$ cat config.mk
export PLATFORM = sky130hd
export DESIGN_NAME = radix_digit_string_emitter_unit
export DESIGN_NICKNAME = d
export VERILOG_FILES = /design/src/rtl/rdse_pkg.sv /design/src/rtl/rdse_front.sv /design/src/rtl/rdse_cmd_fifo.sv /design/src/rtl/rdse_back.sv /design/src/rtl/radix_digit_string_emitter_unit.sv
export SDC_FILE = /design/constraint.sdc
export NUM_CORES = 1
export LEC_CHECK = 0
export ABC_CLOCK_PERIOD_IN_PS = 11600
export CAP_MARGIN = 20
export CORE_MARGIN = 2
export CORE_UTILIZATION = 63
export DETAILED_ROUTE_END_ITERATION = 7
export DONT_BUFFER_PORTS = 1
export HOLD_SLACK_MARGIN = 0.06
export PLACE_DENSITY = 0.82
export SYNTH_ARGS = -nofsm -noshare
export SYNTH_HDL_FRONTEND = slang
export SYNTH_SLANG_ARGS = --single-unit
export TNS_END_PERCENT = 10
$ cat constraint.sdc
create_clock -name clk -period 11.6 [get_ports clk]
set_input_delay 0.58 -clock clk [delete_from_list [all_inputs] [get_ports clk]]
set_output_delay 0.58 -clock clk [all_outputs]
set_load 0.02 [all_outputs]
$ cat src/rtl/rdse_pkg.sv
// Shared types, constants and the digit-to-character mapping of the radix digit string emitter.
package rdse_pkg;

    localparam int RADIX_W = 6;
    localparam int CHAR_W = 7;
    localparam int KIND_W = 2;
    localparam int DIV_STEP = 4;
    localparam int CMD_DEPTH = 2;
    localparam int CMD_PTR_W = 1;
    localparam int CMD_CNT_W = 2;

    localparam logic [RADIX_W-1:0] RADIX_MIN = 6'd2;
    localparam logic [RADIX_W-1:0] RADIX_MAX = 6'd36;
    localparam logic [RADIX_W-1:0] DECIMAL_LIMIT = 6'd10;
    localparam logic [CHAR_W-1:0] CHAR_ZERO = 7'd48;
    localparam logic [CHAR_W-1:0] CHAR_LETTER_A = 7'd65;

    typedef enum logic [KIND_W-1:0] {
        CMD_CONVERT,
        CMD_ZERO,
        CMD_INVALID
    } cmd_kind_t;

    typedef enum logic [1:0] {
        BK_IDLE,
        BK_DIV,
        BK_EMIT
    } back_state_t;

    typedef struct packed {
        logic pop_cmd;
        logic load;
        logic div_run;
        logic wr_en;
        logic rd_issue;
        logic spec_issue;
    } back_ctrl_t;

    function automatic logic [CHAR_W-1:0] digit_to_ascii(input logic [RADIX_W-1:0] d);
        logic [CHAR_W-1:0] c;
        if (d >= DECIMAL_LIMIT)
        begin
            c = CHAR_W'(d) - CHAR_W'(DECIMAL_LIMIT) + CHAR_LETTER_A;
        end
        else
        begin
            c = CHAR_W'(d) + CHAR_ZERO;
        end
        return c;
    endfunction

endpackage

$ cat src/rtl/rdse_front.sv
// Front part: sorts each incoming beat into invalid base, zero or conversion.
module rdse_front #(
    parameter int VALUE_BITS = 31
) (
    input  logic [VALUE_BITS-1:0]           value,
    input  logic [rdse_pkg::RADIX_W-1:0]    radix,
    output rdse_pkg::cmd_kind_t             kind
);

    always_comb
    begin
        if ((radix < rdse_pkg::RADIX_MIN) || (radix > rdse_pkg::RADIX_MAX))
        begin
            kind = rdse_pkg::CMD_INVALID;
        end
        else if (value == '0)
        begin
            kind = rdse_pkg::CMD_ZERO;
        end
        else
        begin
            kind = rdse_pkg::CMD_CONVERT;
        end
    end

endmodule

$ cat src/rtl/rdse_cmd_fifo.sv
// Short command queue between the front and back parts.
module rdse_cmd_fifo #(
    parameter int WIDTH = 39
) (
    input  logic             clk,
    input  logic             rst_n,
    input  logic             push,
    input  logic [WIDTH-1:0] wdata,
    output logic             full,
    input  logic             pop,
    output logic [WIDTH-1:0] rdata,
    output logic             empty
);

    logic [WIDTH-1:0] store_reg [rdse_pkg::CMD_DEPTH];
    logic [rdse_pkg::CMD_PTR_W-1:0] wr_ptr_reg;
    logic [rdse_pkg::CMD_PTR_W-1:0] rd_ptr_reg;
    logic [rdse_pkg::CMD_CNT_W-1:0] count_reg;
    logic do_push;
    logic do_pop;

    assign full = (count_reg == rdse_pkg::CMD_CNT_W'(rdse_pkg::CMD_DEPTH));
    assign empty = (count_reg == '0);
    assign do_push = push && !full;
    assign do_pop = pop && !empty;
    assign rdata = store_reg[rd_ptr_reg];

    always_ff @(posedge clk)
    begin
        if (do_push)
        begin
            store_reg[wr_ptr_reg] <= wdata;
        end
    end

    always_ff @(posedge clk or negedge rst_n)
    begin
        if (!rst_n)
        begin
            wr_ptr_reg <= '0;
            rd_ptr_reg <= '0;
            count_reg <= '0;
        end
        else
        begin
            if (do_push)
            begin
                wr_ptr_reg <= wr_ptr_reg + 1'b1;
            end
            if (do_pop)
            begin
                rd_ptr_reg <= rd_ptr_reg + 1'b1;
            end
            if (do_push && !do_pop)
            begin
                count_reg <= count_reg + 1'b1;
            end
            else if (do_pop && !do_push)
            begin
                count_reg <= count_reg - 1'b1;
            end
        end
    end

endmodule

$ cat src/rtl/rdse_back.sv
// Back part: iterative division by the base, digit buffer, and digit emission with output register.
module rdse_back #(
    parameter int VALUE_BITS = 31
) (
    input  logic                          clk,
    input  logic                          rst_n,
    input  logic                          cmd_empty,
    input  rdse_pkg::cmd_kind_t           cmd_kind,
    input  logic [VALUE_BITS-1:0]         cmd_value,
    input  logic [rdse_pkg::RADIX_W-1:0]  cmd_radix,
    output logic                          cmd_pop,
    input  logic                          pop,
    output logic                          empty,
    output logic [rdse_pkg::CHAR_W-1:0]   digit_char,
    output logic                          last,
    output logic                          status
);

    localparam int NCHUNK = (VALUE_BITS + rdse_pkg::DIV_STEP - 1) / rdse_pkg::DIV_STEP;
    localparam int PAD_W = NCHUNK * rdse_pkg::DIV_STEP;
    localparam int SC_W = $clog2(NCHUNK);
    localparam int IDX_W = $clog2(VALUE_BITS);

    rdse_pkg::back_state_t state_reg;
    rdse_pkg::back_state_t state_next;
    rdse_pkg::back_ctrl_t ctrl;

    logic [PAD_W-1:0] div_reg;
    logic [PAD_W-1:0] div_step_q;
    logic [rdse_pkg::RADIX_W-1:0] rem_reg;
    logic [rdse_pkg::RADIX_W-1:0] rem_step;
    logic [rdse_pkg::RADIX_W-1:0] radix_reg;
    logic [SC_W-1:0] step_reg;
    logic [IDX_W-1:0] count_reg;
    logic [IDX_W-1:0] ptr_reg;
    logic last_chunk;
    logic quot_done;

    logic [rdse_pkg::RADIX_W-1:0] mem [VALUE_BITS];
    logic [rdse_pkg::RADIX_W-1:0] mem_q_reg;

    logic rd_valid_reg;
    logic rd_mem_reg;
    logic [rdse_pkg::CHAR_W-1:0] rd_char_reg;
    logic rd_last_reg;
    logic rd_status_reg;
    logic rd_free;
    logic rd_move;

    logic out_valid_reg;
    logic [rdse_pkg::CHAR_W-1:0] out_char_reg;
    logic out_last_reg;
    logic out_status_reg;
    logic out_pop;

    assign last_chunk = (step_reg == SC_W'(NCHUNK - 1));
    assign quot_done = (div_step_q[VALUE_BITS-1:0] == '0)
        || (count_reg == IDX_W'(VALUE_BITS - 1));
    assign out_pop = pop && out_valid_reg;
    assign rd_move = rd_valid_reg && (!out_valid_reg || out_pop);
    assign rd_free = !rd_valid_reg || rd_move;
    assign cmd_pop = ctrl.pop_cmd;

    assign empty = !out_valid_reg;
    assign digit_char = out_char_reg;
    assign last = out_last_reg;
    assign status = out_status_reg;

    // Restoring division, DIV_STEP quotient bits per cycle, most significant first.
    always_comb
    begin : p_div
        logic [rdse_pkg::RADIX_W:0] r;
        logic [rdse_pkg::RADIX_W-1:0] rw;
        logic [PAD_W-1:0] d;
        rw = rem_reg;
        d = div_reg;
        r = '0;
        for (int k = 0; k < rdse_pkg::DIV_STEP; k++)
        begin
            r = {rw, d[PAD_W-1]};
            d = d << 1;
            if (r >= {1'b0, radix_reg})
            begin
                r = r - {1'b0, radix_reg};
                d[0] = 1'b1;
            end
            rw = r[rdse_pkg::RADIX_W-1:0];
        end
        div_step_q = d;
        rem_step = rw;
    end

    always_comb
    begin
        state_next = state_reg;
        case (state_reg)
            rdse_pkg::BK_IDLE:
            begin
                if (!cmd_empty && (cmd_kind == rdse_pkg::CMD_CONVERT))
                begin
                    state_next = rdse_pkg::BK_DIV;
                end
            end
            rdse_pkg::BK_DIV:
            begin
                if (last_chunk && quot_done)
                begin
                    state_next = rdse_pkg::BK_EMIT;
                end
            end
            rdse_pkg::BK_EMIT:
            begin
                if (rd_free && (ptr_reg == '0))
                begin
                    state_next = rdse_pkg::BK_IDLE;
                end
            end
            default:
            begin
                state_next = rdse_pkg::BK_IDLE;
            end
        endcase
    end

    always_comb
    begin
        ctrl = '0;
        case (state_reg)
            rdse_pkg::BK_IDLE:
            begin
                if (!cmd_empty)
                begin
                    if (cmd_kind == rdse_pkg::CMD_CONVERT)
                    begin
                        ctrl.pop_cmd = 1'b1;
                        ctrl.load = 1'b1;
                    end
                    else if (rd_free)
                    begin
                        ctrl.pop_cmd = 1'b1;
                        ctrl.spec_issue = 1'b1;
                    end
                end
            end
            rdse_pkg::BK_DIV:
            begin
                ctrl.div_run = 1'b1;
                ctrl.wr_en = last_chunk;
            end
            rdse_pkg::BK_EMIT:
            begin
                ctrl.rd_issue = rd_free;
            end
            default:
            begin
                ctrl = '0;
            end
        endcase
    end

    always_ff @(posedge clk or negedge rst_n)
    begin
        if (!rst_n)
        begin
            state_reg <= rdse_pkg::BK_IDLE;
            step_reg <= '0;
            count_reg <= '0;
            ptr_reg <= '0;
            rd_valid_reg <= 1'b0;
            out_valid_reg <= 1'b0;
        end
        else
        begin
            state_reg <= state_next;
            if (ctrl.load)
            begin
                step_reg <= '0;
                count_reg <= '0;
            end
            else if (ctrl.div_run)
            begin
                step_reg <= last_chunk ? '0 : step_reg + 1'b1;
                if (ctrl.wr_en && !quot_done)
                begin
                    count_reg <= count_reg + 1'b1;
                end
            end
            if (ctrl.wr_en && quot_done)
            begin
                ptr_reg <= count_reg;
            end
            else if (ctrl.rd_issue)
            begin
                ptr_reg <= ptr_reg - 1'b1;
            end
            if (ctrl.rd_issue || ctrl.spec_issue)
            begin
                rd_valid_reg <= 1'b1;
            end
            else if (rd_move)
            begin
                rd_valid_reg <= 1'b0;
            end
            if (rd_move)
            begin
                out_valid_reg <= 1'b1;
            end
            else if (out_pop)
            begin
                out_valid_reg <= 1'b0;
            end
        end
    end

    always_ff @(posedge clk)
    begin
        if (ctrl.load)
        begin
            radix_reg <= cmd_radix;
            div_reg <= PAD_W'(cmd_value);
            rem_reg <= '0;
        end
        else if (ctrl.div_run)
        begin
            div_reg <= div_step_q;
            rem_reg <= last_chunk ? '0 : rem_step;
        end
    end

    always_ff @(posedge clk)
    begin
        if (ctrl.wr_en)
        begin
            mem[count_reg] <= rem_step;
        end
        if (ctrl.rd_issue)
        begin
            mem_q_reg <= mem[ptr_reg];
        end
    end

    always_ff @(posedge clk)
    begin
        if (ctrl.spec_issue)
        begin
            rd_mem_reg <= 1'b0;
            rd_last_reg <= 1'b1;
            if (cmd_kind == rdse_pkg::CMD_INVALID)
            begin
                rd_char_reg <= '0;
                rd_status_reg <= 1'b1;
            end
            else
            begin
                rd_char_reg <= rdse_pkg::CHAR_ZERO;
                rd_status_reg <= 1'b0;
            end
        end
        else if (ctrl.rd_issue)
        begin
            rd_mem_reg <= 1'b1;
            rd_last_reg <= (ptr_reg == '0);
            rd_status_reg <= 1'b0;
        end
        if (rd_move)
        begin
            out_char_reg <= rd_mem_reg ? rdse_pkg::digit_to_ascii(mem_q_reg) : rd_char_reg;
            out_last_reg <= rd_last_reg;
            out_status_reg <= rd_status_reg;
        end
    end

endmodule

$ cat src/rtl/radix_digit_string_emitter_unit.sv
// Top level of the radix digit string emitter: front classifier, command queue and back converter.
// Each accepted beat carries a value and a base; the block returns the value's digits in that
// base as ASCII characters, most significant first, one beat per digit with last set on the
// final one. A base outside 2 to 36 returns a single beat with status set and a zero character,
// and a zero value returns the single digit '0'. Up to two commands wait in a queue in front of
// the converter. A conversion divides the value by the base once per digit in the divider,
// which retires four quotient bits a cycle, then emits one digit per cycle while the consumer
// keeps popping, from the digit buffer through a two-stage read and output path.
// Invalid-base and zero commands pass through the read register and then the output register.
module radix_digit_string_emitter_unit #(
    parameter int VALUE_BITS = 31
) (
    input  logic                          clk,
    input  logic                          rst_n,
    input  logic                          push,
    output logic                          full,
    input  logic [VALUE_BITS-1:0]         value,
    input  logic [rdse_pkg::RADIX_W-1:0]  radix,
    output logic                          empty,
    input  logic                          pop,
    output logic [rdse_pkg::CHAR_W-1:0]   digit_char,
    output logic                          last,
    output logic                          status
);

    localparam int CMD_W = rdse_pkg::KIND_W + rdse_pkg::RADIX_W + VALUE_BITS;

    rdse_pkg::cmd_kind_t in_kind;
    logic [CMD_W-1:0] cmd_wdata;
    logic [CMD_W-1:0] cmd_rdata;
    logic cmd_empty;
    logic cmd_pop;

    rdse_front #(
        .VALUE_BITS (VALUE_BITS)
    ) u_front (
        .value (value),
        .radix (radix),
        .kind  (in_kind)
    );

    assign cmd_wdata = {in_kind, radix, value};

    rdse_cmd_fifo #(
        .WIDTH (CMD_W)
    ) u_cmd_fifo (
        .clk   (clk),
        .rst_n (rst_n),
        .push  (push),
        .wdata (cmd_wdata),
        .full  (full),
        .pop   (cmd_pop),
        .rdata (cmd_rdata),
        .empty (cmd_empty)
    );

    rdse_back #(
        .VALUE_BITS (VALUE_BITS)
    ) u_back (
        .clk        (clk),
        .rst_n      (rst_n),
        .cmd_empty  (cmd_empty),
        .cmd_kind   (rdse_pkg::cmd_kind_t'(cmd_rdata[CMD_W-1 -: rdse_pkg::KIND_W])),
        .cmd_value  (cmd_rdata[VALUE_BITS-1:0]),
        .cmd_radix  (cmd_rdata[VALUE_BITS +: rdse_pkg::RADIX_W]),
        .cmd_pop    (cmd_pop),
        .pop        (pop),
        .empty      (empty),
        .digit_char (digit_char),
        .last       (last),
        .status     (status)
    );

    a_invalid_is_last: assert property (@(posedge clk) disable iff (!rst_n)
        (!empty && status) |-> (last && (digit_char == '0)))
        else $error("invalid-base beat must be a single last beat with a zero character");

    a_digit_is_ascii: assert property (@(posedge clk) disable iff (!rst_n)
        (!empty && !status) |->
            (((digit_char >= 7'd48) && (digit_char <= 7'd57))
            || ((digit_char >= 7'd65) && (digit_char <= 7'd90))))
        else $error("digit beat carries a character outside 0-9 and A-Z");

    a_queue_pop_safe: assert property (@(posedge clk) disable iff (!rst_n)
        cmd_pop |-> !cmd_empty)
        else $error("back part took a command from an empty queue");

endmodule
==> impl_metrics.py <==
metrics = {
    "sta": {
        "skew_ns": 0.0244,
        "fmax_mhz": 111,
        "finalSetupTns_ns": 0,
        "rsz0062_at_grt": "no",
        "slew_headroom_pct": 33.1,
        "worstMarginPinSlew_ns": 0.996,
        "fin_crit_ns": 9.03,
        "setup_viol": 0,
        "slew_violations": 0,
        "hold_viol": 0,
        "timing.final.crit_share_pct": 77.9,
    },
    "synthesis": {
        "synthXorXnorAreaFrac_pct": 1.50,
        "syn_nets": 1065,
        "synth_cell_types": 64,
        "ys_ff_latch": 348,
        "synth_flop_cell": "edfxtp_1",
        "ys_async_sr_fraction_pct": 6.03,
        "syn_inst": 983,
        "synth_area_sq_um": 15200,
        "synthMuxAreaShare_pct": 12.7,
        "syn_avg_cell_area_sq_um": 15.5,
        "synth_top_family_by_area": "multiplexers",
        "synth_edf_count": 318,
        "ys_top_cells_by_area": "edfxtp_1, mux4_2, dfrtp_1",
        "yosysTopAreaCellShare_pct": 62.9,
        "ys.warnings.count": 0,
        "synth_top_area_cell": "edfxtp_1",
        "synth_compound_area_share_pct": 5.33,
        "synth_fa_ha_area_share_pct": 3.57,
        "seq_area_frac_synth_pct": 67.5,
        "synthSimpleGateAreaFrac_pct": 7.45,
    },
    "final_layout": {
        "area_delta_synth_final_pct": 10.0,
        "drive_above_1_share_pct": 14.5,
        "layout_common_cells": "edfxtp_1, nand2_1, nor2_1",
        "antennaDiodeCount": 0,
        "fillers": 1424,
        "multiInputGateArea_sq_um": 4650,
        "regArea_sq_um": 10300,
        "stdcell_count": 1337,
        "largest_register_ffs": 186,
        "final_common_cell": "edfxtp_1",
        "final_util_pct": 71.0,
        "layout.nets": 1075,
    },
    "critical_path": {
        "cp_slowest_cell": "mux2i_2",
        "cp_common_cell": "ha_1",
        "critPathMaxFanout": 17,
        "startpoint_type": "flip-flop",
        "crit_type": "reg2reg",
        "crit_buf_inv": 4,
        "path_delay_family": "compound AO/OA/AOI/OAI gates",
        "max_stage_delay_ns": 0.79,
        "critPathArrivalTime_ns": 9.49,
        "crit_required_ns": 12.05,
        "setup.worst_path.end_class": "flip-flop",
    },
    "drt": {
        "viasPerCell": 6.38,
        "drt_wl_total_um": 32100,
        "vias": 8528,
        "drtPass1Iterations": 5,
        "drc": 0,
        "wl_per_cell_um": 24.0,
        "drtIter0Drc": 835,
        "ant_nets": 0,
    },
    "clock_tree": {
        "cts.sinks": 348,
        "cts_tree": "built",
        "clk_pin_slew_ns": 0.06,
        "cts_resized": 0,
        "cts_buffers": 35,
        "htree_levels": 2,
        "insertion_delay_ns": 0.52,
        "cts.path.max_buffers": 3,
        "cts_setup_buffers": 0,
        "clock-root-buffer": "clkbuf_16",
    },
    "place": {
        "dpl.cell_count": 1269,
        "gp_congestion": 0.944,
        "dp_hpwl_um": 20100,
        "portBuffers": 0,
    },
    "floorplan": {
        "fp.dieW_um": 159,
        "dieArea_sq_um": 25400,
        "io_pins": 52,
        "dieHeight_um": 159,
        "initial_core_util_pct": 64.5,
        "core_area_sq_um": 23500,
        "fp-row-count": 56,
    },
    "flow_run": {
        "drv_cap": 0,
    },
    "worst_hold_path": {
        "worstHoldPathType": "in2reg",
    },
    "global_routing": {
        "antenna_found_initial": 0,
        "grt_max_degree": 60,
        "grt_pass1_vias": 8863,
        "overflow": 0,
        "grt_usage_pct": 25.8,
        "grt_pass1_wl_um": 50300,
    },
    "status": {
        "status": "complete, no violations",
    },
}
Yosys cell counts (2+ instances only):
cell	instances
edfxtp_1	318
mux2i_1	45
ha_1	37
buf_1	7
nand2b_1	9
nor2_1	68
xnor2_1	17
o21ai_2	2
and3_1	2
or2_2	2
a21oi_1	24
nor3_1	12
a211oi_1	4
nor4_1	15
and2_1	6
fa_1	4
xor2_1	9
nand3b_1	4
mux4_2	54
o31a_1	2
dfrtp_1	21
o211ai_1	3
a21o_1	4
or3_1	4
a31oi_1	3
dfxtp_1	9
nand3_1	12
mux2_2	18
o21ai_1	5
nand4_1	5
mux2_4	4
o221ai_1	2
o21ai_0	50
nor2b_1	9
a22o_1	9
clkbuf_1	28
or4_1	3
nand2_1	87
inv_1	39
o21a_1	3
worst register-to-register path: cells and delay by family, from the launching register on:
| kind | cells | cell delay, ns |
|---|---|---|
| compound gates | 19 | 4.69 |
| fa+ha+maj | 4 | 1.21 |
| buf+inv | 4 | 0.79 |
| flops | 1 | 0.35 |
| mux | 2 | 1.10 |
| simple gates | 5 | 0.84 |
path summary, 6_finish.rpt:
| kind | from | to | slack [ns] | depth (start not counted) |
|---|---|---|---|---|
| setup / recovery | u_back.radix_reg[5]$_DFFE_PP_ | u_back.rem_reg[0]$_SDFFE_PP0P_ | 2.57 | 34 |
| hold / removal | value[22] | u_cmd_fifo.store_reg[0][22]$_DFFE_PP_ | 0.15 | 0 |
| setup reg to reg | u_back.radix_reg[5]$_DFFE_PP_ | u_back.rem_reg[0]$_SDFFE_PP0P_ | 2.57 | 34 |
| hold reg to reg | u_back.rd_status_reg$_SDFFCE_PN0P_ | u_back.status$_DFFE_PP_ | 0.45 | 0 |
| max in group asynchronous | rst_n | u_back.count_reg[3]$_DFFE_PN0P_ | 10.78 | 2 |
| min in group asynchronous | rst_n | u_back.ptr_reg[3]$_DFFE_PN0P_ | 0.39 | 1 |
final cells by class:
type                    instances  area share (%)
flip-flops and latches        348            61.4
multi-input cells             559            27.8
clock buffers                  45            5.65
well taps                     319            2.39
repair buffers                 10           0.973
clock inverters                17           0.906
inverters                      39           0.876
per-layer routing:
layer / vias up / track usage, % / share of wire [%]
li1: 3792 / - / -
met1: 4301 / 32.9 / 38
met2: 370 / 45.5 / 53
met3: 65 / 4.53 / 6.4
met4: 0 / 8.76 / 3.0
met5: - / 0 / 0
repair_timing:
item / in CTS / in global routing
hold buffers: 1 / 0
endpoints found under the setup margin: 0 / 0
hold endpoints to repair: 21 / 0
stage by stage:
stage | setup WS [ns] | instance area, sq um | hold slack [ns]
after floorplan | 3.38 | 15200 | 0.284
after CTS | 2.64 | 16600 | 0.151
after detailed placement | 2.68 | 15500 | 0.285
after global routing | 1.75 | 16700 | 0.143
final | 2.57 | 16700 | 0.153
after global placement | 3.04 | 15500 | 0.285
cells by family (layout without fill, tap and decap cells):
kind of cell / count (synthesis) / count (layout)
AO/OA/AOI/OAI: 127 / 127
adder cells (fa/ha/maj): 41 / 41
flip-flops: 348 / 348
AND/OR/NAND/NOR: 244 / 244
XOR/XNOR: 26 / 26
multiplexers: 121 / 121
buffers and inverters: 76 / 111
Power is left out: the tool's default activity adds up to more than one toggle a clock period on the data nets, which glitch-free logic cannot reach.
